<file path="src/hw/rtl/arpc_pkg.sv">
// ----------------------------------------------------------------------------
// arpc_pkg: shared types and constants of the ARP cache responder
// Field widths, operation and result codes, register indexes and the layout of
// one cache entry.
// ----------------------------------------------------------------------------
package arpc_pkg;

	localparam int ENTRIES = 32;
	localparam int IDX_W   = (ENTRIES > 1) ? $clog2(ENTRIES) : 1;
	localparam int CNT_W   = $clog2(ENTRIES + 1);

	localparam int IP_W     = 32;
	localparam int MAC_W    = 48;
	localparam int OPCODE_W = 16;
	localparam int FUNC_W   = 2;
	localparam int KIND_W   = 2;

	localparam int S_DATA_W = OPCODE_W + IP_W + MAC_W + IP_W;
	localparam int M_FLD_W  = 1 + MAC_W + IP_W;
	localparam int M_DATA_W = ((M_FLD_W + 7) / 8) * 8;

	localparam int CFG_IDX_W  = 8;
	localparam int CFG_DATA_W = MAC_W;

	// input operations
	localparam logic [FUNC_W-1:0] FUNC_RX_ARP  = 2'd0;
	localparam logic [FUNC_W-1:0] FUNC_LOOKUP  = 2'd1;
	localparam logic [FUNC_W-1:0] FUNC_RESOLVE = 2'd2;
	localparam logic [FUNC_W-1:0] FUNC_UNUSED  = 2'd3;

	// result kinds
	localparam logic [KIND_W-1:0] KIND_LOOKUP = 2'd0;
	localparam logic [KIND_W-1:0] KIND_REPLY  = 2'd1;
	localparam logic [KIND_W-1:0] KIND_REQ    = 2'd2;

	localparam logic [OPCODE_W-1:0] ARP_OP_REQUEST = 16'd1;

	localparam logic [CFG_IDX_W-1:0] REG_OWN_IP  = 8'd0;
	localparam logic [CFG_IDX_W-1:0] REG_OWN_MAC = 8'd1;

	localparam logic [MAC_W-1:0] MAC_BROADCAST = {MAC_W{1'b1}};

	typedef struct packed {
		logic [IP_W-1:0]  ip;
		logic [MAC_W-1:0] mac;
	} arpc_entry_t;

	localparam int ENTRY_W = $bits(arpc_entry_t);

endpackage

</file>
<file path="src/hw/rtl/arp_cache_responder_core.sv">
// ----------------------------------------------------------------------------
// arp_cache_responder_core: ARP cache with request and reply handling
// Learns senders of received ARP packets, answers lookups and emits reply and
// broadcast request results.
// ----------------------------------------------------------------------------
// A received packet (tuser 0) or a lookup (tuser 1) walks the whole cache
// through the single read port of the entry RAM, one entry per cycle. Its
// result is registered after the scan, the final step and the emit step, which
// waits until the output register is free; the next request is accepted in the
// cycle after. A packet that needs no reply frees the input straight after the
// final step. A resolve (tuser 2) goes straight to the emit step and frees the
// input once its result is registered. tuser 3 is dropped as it is accepted.
// One request is handled at a time. A finished result waits in the output
// register while the next request is accepted; a further result holds the
// block until the sink takes the waiting one. Valid marks reset to empty at
// once, no clearing pass is needed. Configuration writes are always accepted.
module arp_cache_responder_core (
	input  logic                            clk,
	input  logic                            arst_n,
	// configuration write
	input  logic                            cfg_valid,
	output logic                            cfg_ready,
	input  logic [arpc_pkg::CFG_IDX_W-1:0]  cfg_index,
	input  logic [arpc_pkg::CFG_DATA_W-1:0] cfg_data,
	// input requests
	input  logic                            s_tvalid,
	output logic                            s_tready,
	// tdata: arp_opcode[15:0], sender_ip[47:16], sender_mac[95:48], tgt_ip[127:96]
	input  logic [arpc_pkg::S_DATA_W-1:0]   s_tdata,
	// tuser: func[1:0]
	input  logic [arpc_pkg::FUNC_W-1:0]     s_tuser,
	// results
	output logic                            m_tvalid,
	input  logic                            m_tready,
	// tdata: found[0], peer_mac[48:1], peer_ip[80:49], zero pad[87:81]
	output logic [arpc_pkg::M_DATA_W-1:0]   m_tdata,
	// tuser: result_kind[1:0]
	output logic [arpc_pkg::KIND_W-1:0]     m_tuser
);

	import arpc_pkg::*;

	localparam logic [1:0] ST_IDLE = 2'd0;
	localparam logic [1:0] ST_SCAN = 2'd1;
	localparam logic [1:0] ST_FIN  = 2'd2;
	localparam logic [1:0] ST_EMIT = 2'd3;

	logic [1:0] state_q;

	logic [IP_W-1:0]  own_ip_q;
	logic [MAC_W-1:0] own_mac_q;

	logic [FUNC_W-1:0]   func_q;
	logic [OPCODE_W-1:0] opcode_q;
	logic [IP_W-1:0]     sip_q;
	logic [MAC_W-1:0]    smac_q;
	logic [IP_W-1:0]     tip_q;
	logic [IP_W-1:0]     key_q;

	logic [ENTRIES-1:0] valid_q;
	logic [CNT_W-1:0]   cnt_q;
	logic               cmp_vld_s1;
	logic [IDX_W-1:0]   cmp_idx_s1;

	logic             hit_q;
	logic [IDX_W-1:0] hit_idx_q;
	logic [MAC_W-1:0] hit_mac_q;
	logic             free_q;
	logic [IDX_W-1:0] free_idx_q;

	logic                out_valid_q;
	logic [KIND_W-1:0]   out_kind_q;
	logic                out_found_q;
	logic [MAC_W-1:0]    out_mac_q;
	logic [IP_W-1:0]     out_ip_q;

	logic              in_acc;
	logic              issue;
	logic              cmp_hit;
	logic              ram_we;
	logic [IDX_W-1:0]  ram_waddr;
	arpc_entry_t       ram_wentry;
	arpc_entry_t       rd_entry;
	logic [ENTRY_W-1:0] rd_bits;
	logic              reply_due;
	logic              out_free;

	assign cfg_ready = 1'b1;
	assign s_tready  = (state_q == ST_IDLE);
	assign in_acc    = s_tvalid && s_tready;
	assign issue     = (state_q == ST_SCAN) && (cnt_q < CNT_W'(ENTRIES));
	assign rd_entry  = arpc_entry_t'(rd_bits);
	assign cmp_hit   = cmp_vld_s1 && valid_q[cmp_idx_s1] && (rd_entry.ip == key_q);
	assign reply_due = (opcode_q == ARP_OP_REQUEST) && (tip_q == own_ip_q);
	assign out_free  = !out_valid_q || m_tready;

	// learn: overwrite a matching entry, else fill the first free one
	assign ram_we          = (state_q == ST_FIN) && (func_q == FUNC_RX_ARP) && (hit_q || free_q);
	assign ram_waddr       = hit_q ? hit_idx_q : free_idx_q;
	assign ram_wentry.ip   = sip_q;
	assign ram_wentry.mac  = smac_q;

	arpc_ram #(
		.WIDTH(ENTRY_W),
		.DEPTH(ENTRIES)
	) u_entry_ram (
		.clk  (clk),
		.we   (ram_we),
		.waddr(ram_waddr),
		.wdata(ram_wentry),
		.raddr(cnt_q[IDX_W-1:0]),
		.rdata(rd_bits)
	);

	always_ff @(posedge clk or negedge arst_n) begin
		if (!arst_n) begin
			own_ip_q  <= '0;
			own_mac_q <= '0;
		end else if (cfg_valid && cfg_ready) begin
			if (cfg_index == REG_OWN_IP) begin
				own_ip_q <= cfg_data[IP_W-1:0];
			end else if (cfg_index == REG_OWN_MAC) begin
				own_mac_q <= cfg_data[MAC_W-1:0];
			end
		end
	end

	// capture the request
	always_ff @(posedge clk) begin
		if (in_acc) begin
			func_q   <= s_tuser;
			opcode_q <= s_tdata[OPCODE_W-1:0];
			sip_q    <= s_tdata[OPCODE_W+IP_W-1:OPCODE_W];
			smac_q   <= s_tdata[OPCODE_W+IP_W+MAC_W-1:OPCODE_W+IP_W];
			tip_q    <= s_tdata[S_DATA_W-1:OPCODE_W+IP_W+MAC_W];
			key_q    <= (s_tuser == FUNC_RX_ARP) ? s_tdata[OPCODE_W+IP_W-1:OPCODE_W]
			                                     : s_tdata[S_DATA_W-1:OPCODE_W+IP_W+MAC_W];
		end
	end

	always_ff @(posedge clk or negedge arst_n) begin
		if (!arst_n) begin
			state_q    <= ST_IDLE;
			valid_q    <= '0;
			cnt_q      <= '0;
			cmp_vld_s1 <= 1'b0;
			hit_q      <= 1'b0;
			free_q     <= 1'b0;
		end else begin
			cmp_vld_s1 <= issue;
			unique case (state_q)
				ST_IDLE: begin
					if (in_acc) begin
						cnt_q  <= '0;
						hit_q  <= 1'b0;
						free_q <= 1'b0;
						if (s_tuser == FUNC_RX_ARP || s_tuser == FUNC_LOOKUP) begin
							state_q <= ST_SCAN;
						end else if (s_tuser == FUNC_RESOLVE) begin
							state_q <= ST_EMIT;
						end
					end
				end
				ST_SCAN: begin
					if (issue) begin
						cnt_q <= cnt_q + CNT_W'(1);
					end
					if (cmp_hit && !hit_q) begin
						hit_q <= 1'b1;
					end
					if (cmp_vld_s1 && !valid_q[cmp_idx_s1] && !free_q) begin
						free_q <= 1'b1;
					end
					if (!issue && !cmp_vld_s1) begin
						state_q <= ST_FIN;
					end
				end
				ST_FIN: begin
					if (func_q == FUNC_RX_ARP) begin
						if (!hit_q && free_q) begin
							valid_q[free_idx_q] <= 1'b1;
						end
						state_q <= reply_due ? ST_EMIT : ST_IDLE;
					end else begin
						state_q <= ST_EMIT;
					end
				end
				ST_EMIT: begin
					if (out_free) begin
						state_q <= ST_IDLE;
					end
				end
				default: state_q <= ST_IDLE;
			endcase
		end
	end

	// scan bookkeeping: compare index is the RAM read address registered, in step with the read data
	always_ff @(posedge clk) begin
		cmp_idx_s1 <= cnt_q[IDX_W-1:0];
		if (state_q == ST_SCAN) begin
			if (cmp_hit && !hit_q) begin
				hit_idx_q <= cmp_idx_s1;
				hit_mac_q <= rd_entry.mac;
			end
			if (cmp_vld_s1 && !valid_q[cmp_idx_s1] && !free_q) begin
				free_idx_q <= cmp_idx_s1;
			end
		end
	end

	always_ff @(posedge clk or negedge arst_n) begin
		if (!arst_n) begin
			out_valid_q <= 1'b0;
		end else if (state_q == ST_EMIT && out_free) begin
			out_valid_q <= 1'b1;
		end else if (m_tready) begin
			out_valid_q <= 1'b0;
		end
	end

	always_ff @(posedge clk) begin
		if (state_q == ST_EMIT && out_free) begin
			out_ip_q <= (func_q == FUNC_RX_ARP) ? sip_q : tip_q;
			priority if (func_q == FUNC_RX_ARP) begin
				out_kind_q  <= KIND_REPLY;
				out_found_q <= 1'b1;
				out_mac_q   <= smac_q;
			end else if (func_q == FUNC_LOOKUP) begin
				out_kind_q  <= KIND_LOOKUP;
				out_found_q <= hit_q;
				out_mac_q   <= hit_q ? hit_mac_q : '0;
			end else begin
				out_kind_q  <= KIND_REQ;
				out_found_q <= 1'b1;
				out_mac_q   <= MAC_BROADCAST;
			end
		end
	end

	assign m_tvalid = out_valid_q;
	assign m_tuser  = out_kind_q;
	assign m_tdata  = {(M_DATA_W - M_FLD_W)'(0), out_ip_q, out_mac_q, out_found_q};

endmodule

</file>
<file path="src/hw/rtl/arpc_ram.sv">
// ----------------------------------------------------------------------------
// arpc_ram: generic single-port-write, single-port-read RAM
// One write and one registered read per cycle.
// ----------------------------------------------------------------------------
module arpc_ram #(
	parameter int WIDTH = 8,
	parameter int DEPTH = 16
) (
	input  logic                                   clk,
	input  logic                                   we,
	input  logic [((DEPTH > 1) ? $clog2(DEPTH) : 1)-1:0] waddr,
	input  logic [WIDTH-1:0]                       wdata,
	input  logic [((DEPTH > 1) ? $clog2(DEPTH) : 1)-1:0] raddr,
	output logic [WIDTH-1:0]                       rdata
);

	logic [WIDTH-1:0] mem_q [DEPTH];
	logic [WIDTH-1:0] rdata_q;

	always_ff @(posedge clk) begin
		if (we) begin
			mem_q[waddr] <= wdata;
		end
		rdata_q <= mem_q[raddr];
	end

	assign rdata = rdata_q;

endmodule

</file>
<file path="config.mk">
export PLATFORM = sky130hd
export DESIGN_NAME = arp_cache_responder_core
export DESIGN_NICKNAME = d
export VERILOG_FILES = /design/src/hw/rtl/arpc_pkg.sv /design/src/hw/rtl/arp_cache_responder_core.sv /design/src/hw/rtl/arpc_ram.sv
export SDC_FILE = /design/constraint.sdc
export NUM_CORES = 2
export LEC_CHECK = 0
export ABC_AREA = 0
export BUFFER_PORTS_ARGS = -buffer_cell sky130_fd_sc_hd__buf_2
export CAP_MARGIN = 20
export CORE_ASPECT_RATIO = 1.25
export CORE_MARGIN = 4
export CORE_UTILIZATION = 56
export CTS_CLUSTER_SIZE = 12
export DETAILED_ROUTE_END_ITERATION = 10
export HOLD_SLACK_MARGIN = 0.02
export PLACE_DENSITY = 0.75
export SETUP_SLACK_MARGIN = 0.02
export SLEW_MARGIN = 20
export SYNTH_ARGS = -nofsm -noshare
export SYNTH_HDL_FRONTEND = slang
export SYNTH_SLANG_ARGS = --single-unit
</file>
<file path="constraint.sdc">
create_clock -name clk -period 5.6 [get_ports clk]
set_input_delay 0.28 -clock clk [delete_from_list [all_inputs] [get_ports clk]]
set_output_delay 0.28 -clock clk [all_outputs]
set_load 0.03 [all_outputs]
</file>
Word level (Yosys, flattened, before mapping)
Memories as Yosys holds them, arrays and structs flattened. A register that Yosys moved wholly into a read port is not among the register bits. Cells that the tools add are included.

Flip-flop bits (word level): 384. RAM bits: 2560. Bits of input ports: 191. Output and inout port bits: 93. Word-level logic and storage cells: 115. Memories: 1.

Memories: u_entry_ram.mem_q (depth 32, bits a word 80, read ports 1, clocked after memory_dff 1, wr ports 1, line arpc_ram.sv:17) `logic [WIDTH-1:0] mem_q [DEPTH];`.

Add/sub/neg operators: 1. $lt $le $gt $ge: 4. Equal/unequal tests: 16. Multiplexer cells: 31. Bitwise logic cells: 2. Reduce and logical (&&, ||, !) cells: 38.

Operators by type and width (count): $mux 48 (3); $eq 32x32->1 (2); $mux 32 (2); $or 32x32->32 (1); $eq 16x1->1 const B (1); $mux 2 (8); $logic_and 1x1->1 (14); $lt 5x6->1 const B (2); $mux 6 (2); $pmux 6 s2 (1); $reduce_and 3->1 (4); $mux 1 (9); $logic_not 8->1 (1); $ne 2x1->1 const B (4); $pmux 2 s4 (1); $add 6x1->6 const B (1); $eq 2x1->1 const B (3); $eq 2x2->1 const B (3); $logic_not 1->1 (6); $logic_not 2->1 (3); $lt 6x6->1 const B (1); $reduce_and 2->1 (3); $bmux 1 s5 (1); $demux 1 s5 (1); other kinds (10) (15).

Longest topological paths before layout
Word-level depth: 7. Mapped depth: 8.

By module
A second synthesis with hierarchy kept.

Cell total of the unflattened synthesis: 5547. Area total of the unflattened synthesis: 113910.5 um2.

Modules (own cells, without submodules): arpc_ram (instances 1, cells an instance 4682, area each 98892.3 um2); arp_cache_responder_core (instances 1, cells an instance 865, area each 15018.2 um2).

Least setup slack after synthesis
No wires, ideal clock.

Path type: flip-flop to flip-flop. Start: register func_q[1]. End: memory u_entry_ram.mem_q[0][0] in the netlist's numbering (enable). Arrival: 4.745 ns. Setup slack: 0.336 ns. Cell stages (with the launch flop): 7. Path buffers: 1. Clock period less this slack: 5.264 ns. Path through: edfxtp_1 clkbuf_1 nor2_1 nand3b_1 nor2_1 o21ai_1 nor2_1.

Longest elaborated chain between the ends: 5.

RTL lines: start, declared (line arp_cache_responder_core.sv:53) `logic [FUNC_W-1:0] func_q;`; start signal, assigned (line arp_cache_responder_core.sv:131) `func_q <= s_tuser;`; $logic_not 2->1 (line arp_cache_responder_core.sv:98) `assign ram_we = (state_q == ST_FIN) && (func_q == FUNC_RX_ARP) && (hit_q || free_q);`; $logic_and 1x1->1 (2 in series) (line arp_cache_responder_core.sv:98); $mux 1 (line arpc_ram.sv:21) `if (we) begin`; $mux 1 (not written as such) (line arpc_ram.sv:22) `mem_q[waddr] <= wdata;`; end, declared (line arpc_ram.sv:17).

No other way between the ends.

Worst setup path in the final report
Start: register func_q[0]. End: memory u_entry_ram.mem_q[3][69] in the netlist's numbering (enable).

Same word-level chain as after synthesis.

==> run metrics <==
clk buf depth 4; vias in the first global route 55466; R2R Setup Slk 1.49 ns; postcts setup bufs 0; Synth Area in Simple Gates 0.006641; CTS hold repair buffers 198; count of different cell masters after synthesis 49; sequential element share of the synthesized area 0.7924; placed insts 7450; number of synthesized register bits 3024; CP Data Arrival Time 4.64 ns; initial core utilization 0.5625; 1st-iter DRT viols 7232; Root Driver clkbuf_16; Inserted Clock Buffers 309; WP data required 6.13 ns; first-pass detailed-route iteration total 5; Adder-Cell Fraction of Synth Area 0.0001107; via count 53558; Yosys top cell area share 0.7605; fin crit share 0.7341; RSZ-0062 raised after global routing no; Critical Path Source func_q[0]; Mean Syn Cell Area 24.68 um2; Hold Path Depth 2; setup violators final 0; number of buffers added on ports 259; first-pass GRT wire length 397.5 mm; clock skew 0.07189 ns; DRC 0; maximum vdd drop 0.3799 mV; Non-Filler Instances 8174; # IOs 284; P&R area growth vs syn 14.78%; detailed placement HPWL 134.5 mm; Hold Vio Cnt, Final 0; Synth area leader edfxtp_1; xor-xnor portion of the synthesized cell area 0.005191; grt ovf 0; vias per inst 6.552; Min Hold Slack 0.08484 ns; fraction of synthesized area in multiplexers 0.1786; Startpoint Class register; Die H 510.3 um; fraction of layout cells with a size suffix above 1 0.3245; minimum clock period 4.111 ns; Max Cap Viol 0; CP Capture Type register; Final Util 0.6456; DR WL/cell 33.73 um; Compound-Gate Fraction of Synth Area 0.007958; Pins Over Slew Limit 0; Sink Count 3024; initial antenna violation count 9; sum of negative setup slack 0 ns; number of synthesized flops with an enable pin 2863; Rel. slew slack 0.1703; Post-synth ARST share 0.02513; CTS tree done; Mapped Area 0.1130 mm2; RR Endpoint u_entry_ram.mem_q[3][69]; Worst Path Max Fanout 48; pin count of the biggest net entering global routing 125; WL final 275.7 mm; CTS clk-pin slew, worst paths 0.06 ns; ys flop type edfxtp_1; number of nets with antenna violations after routing 0; Fmax 0.2433 GHz; Static Leak 40.98 nW; core area 0.2010 mm2; worst hold-check path type primary input to register; chip width 409.9 um; RePlAce Congestion 0.8287; power per cell area 448.0 mW/mm2; combinational family with the most area after synthesis multiplexers; status finished, final reports clean; Setup CP Type register to register; Warnings, synthesis 0; worst reg2reg path depth 7; final-stage net count 5476; standard-cell rows 184; Worst-Margin Slew 1.244 ns; reg2reg start func_q[0]; Setup crit end u_entry_ram.mem_q[3][69]; die area 0.2092 mm2; ranking of synthesized cells by area edfxtp_1, mux4_2, mux2_2; CTS H-Tree Depth 5; Synth Instances 4580; post-cts gate resize count 0; Clk Latency, worst-skew pair 0.94 ns; gr usage total 0.2645
-- final cells by class --
class                           instances  area (um2)
Clock inverter                         19       133.9
Sequential cell                      3024       89590
Inverter                                3       20.02
Multi-Input combinational cell       1328       22750
Tap cell                             2697        3374
Fill cell                           12234       71230
Antenna cell                            4       10.01
Timing Repair Buffer                  618        5288
Clock buffer                          481        8586
-- how the worst min path moves through the flow --
| stage | slack [ns] | from | endpoint |
|---|---|---|---|
| floorplan | -0.02 | arst_n | cmp_vld_s1 |
| global placement | 0.39 | u_entry_ram.rdata[15] | hit_mac_q[15] |
| detailed placement | 0.39 | u_entry_ram.rdata[7] | hit_mac_q[7] |
| CTS | 0.02 | s_tdata[50] | smac_q[2] |
| global route | 0.05 | s_tdata[72] | smac_q[24] |
| finish | 0.08 | s_tdata[71] | smac_q[23] |
-- cell usage in the layout, fill, tap and decap left out, drive strengths merged, types with 7 or more instances in the layout --
cell,Yosys,routed
xnor2,32,32
nand2,26,26
a21o,17,17
xor2,35,35
a221o,48,48
edfxtp,2863,2863
inv,3,7
dlygate4sd3,0,199
conb,2,8
o21bai,16,16
dfrtp,76,76
mux2i,17,17
mux2,178,178
nand4,12,12
nand3,9,9
nand2b,10,10
mux4,800,800
clkbuf,129,481
clkinv,0,13
dfxtp,85,85
nor3,7,7
buf,102,419
nor2,50,50
nor4,14,14
-- power by group --
| part | switching (mW) | internal (mW) | total [mW] |
|---|---|---|---|
| Combinational | 5.98 | 6.31 | 12.3 |
| Sequential | 1.07 | 26.3 | 27.3 |
| Clock | 8.02 | 10.5 | 18.5 |
| Total | 15.1 | 43.1 | 58.1 |
-- synth_stat cells (7+ instances only) --
cell	instances
nand3_1	9
o21bai_1	16
nor2_1	50
mux2_2	178
nand4_1	12
buf_1	28
buf_2	60
xnor2_1	32
dfxtp_1	85
xor2_1	35
buf_4	9
a21o_1	17
mux4_2	800
edfxtp_1	2863
a221o_1	48
nor4_1	14
nand2_1	26
clkbuf_1	129
nand2b_1	10
dfrtp_1	76
mux2i_1	17
nor3_1	7
-- metal layers --
| layer | up-vias | share of wire | track usage | wire length [um] |
|---|---|---|---|---|
| met5 | - | 0.000047 | 0 | 13 |
| met2 | 3630 | 0.50 | 0.4261 | 136700 |
| met4 | 2 | 0.035 | 0.09266 | 9715 |
| li1 | 21018 | - | - | - |
| met1 | 28357 | 0.37 | 0.3683 | 101000 |
| met3 | 551 | 0.10 | 0.05379 | 28280 |
-- through the flow --
step | instance area, um2 | setup WS [ns] | power [mW]
final | 129800 | 1.489 | 58.13
after detailed placement | 118700 | 1.629 | 39.76
after global placement | 118700 | 1.651 | 39.57
after floorplan | 113100 | 0.3360 | 36.31
after global routing | 129700 | 1.322 | 60.14
after CTS | 129400 | 1.539 | 58.38
-- critical path, stage by stage (launching register included) --
cell,delay (ns)
edfxtp_1,0.47
nor2_4,0.13
buf_4,0.45
nand3b_1,0.34
nor2_1,0.37
nand2_1,0.55
nor2_4,0.89
buf_12,0.44
-- state kept, by name, summed over array words and instances, names as in the netlist, 2 cells and up --
name and cells:
m_tuser 2, key_q 32, free_idx_q 5, cnt_q 6, out_ip_q 32, valid_q 32
u_entry_ram.mem_q 2560, cmp_idx_s1 5, smac_q 48, hit_mac_q 48, state_q 2, func_q 2
opcode_q 16, tip_q 32, hit_idx_q 5, out_mac_q 48, sip_q 32, own_ip_q 32
u_entry_ram.rdata 80
-- cells by family after synthesis --
logic type	after synthesis
DFF	3024
muxes	995
buffers and inverters	234
and+or+nand+nor	150
AOI/OAI and AO/OA	107
xor gates and xnor gates	67
other	2
adders and majority gates	1
No activity file was read; power rests on OpenSTA's default activity.
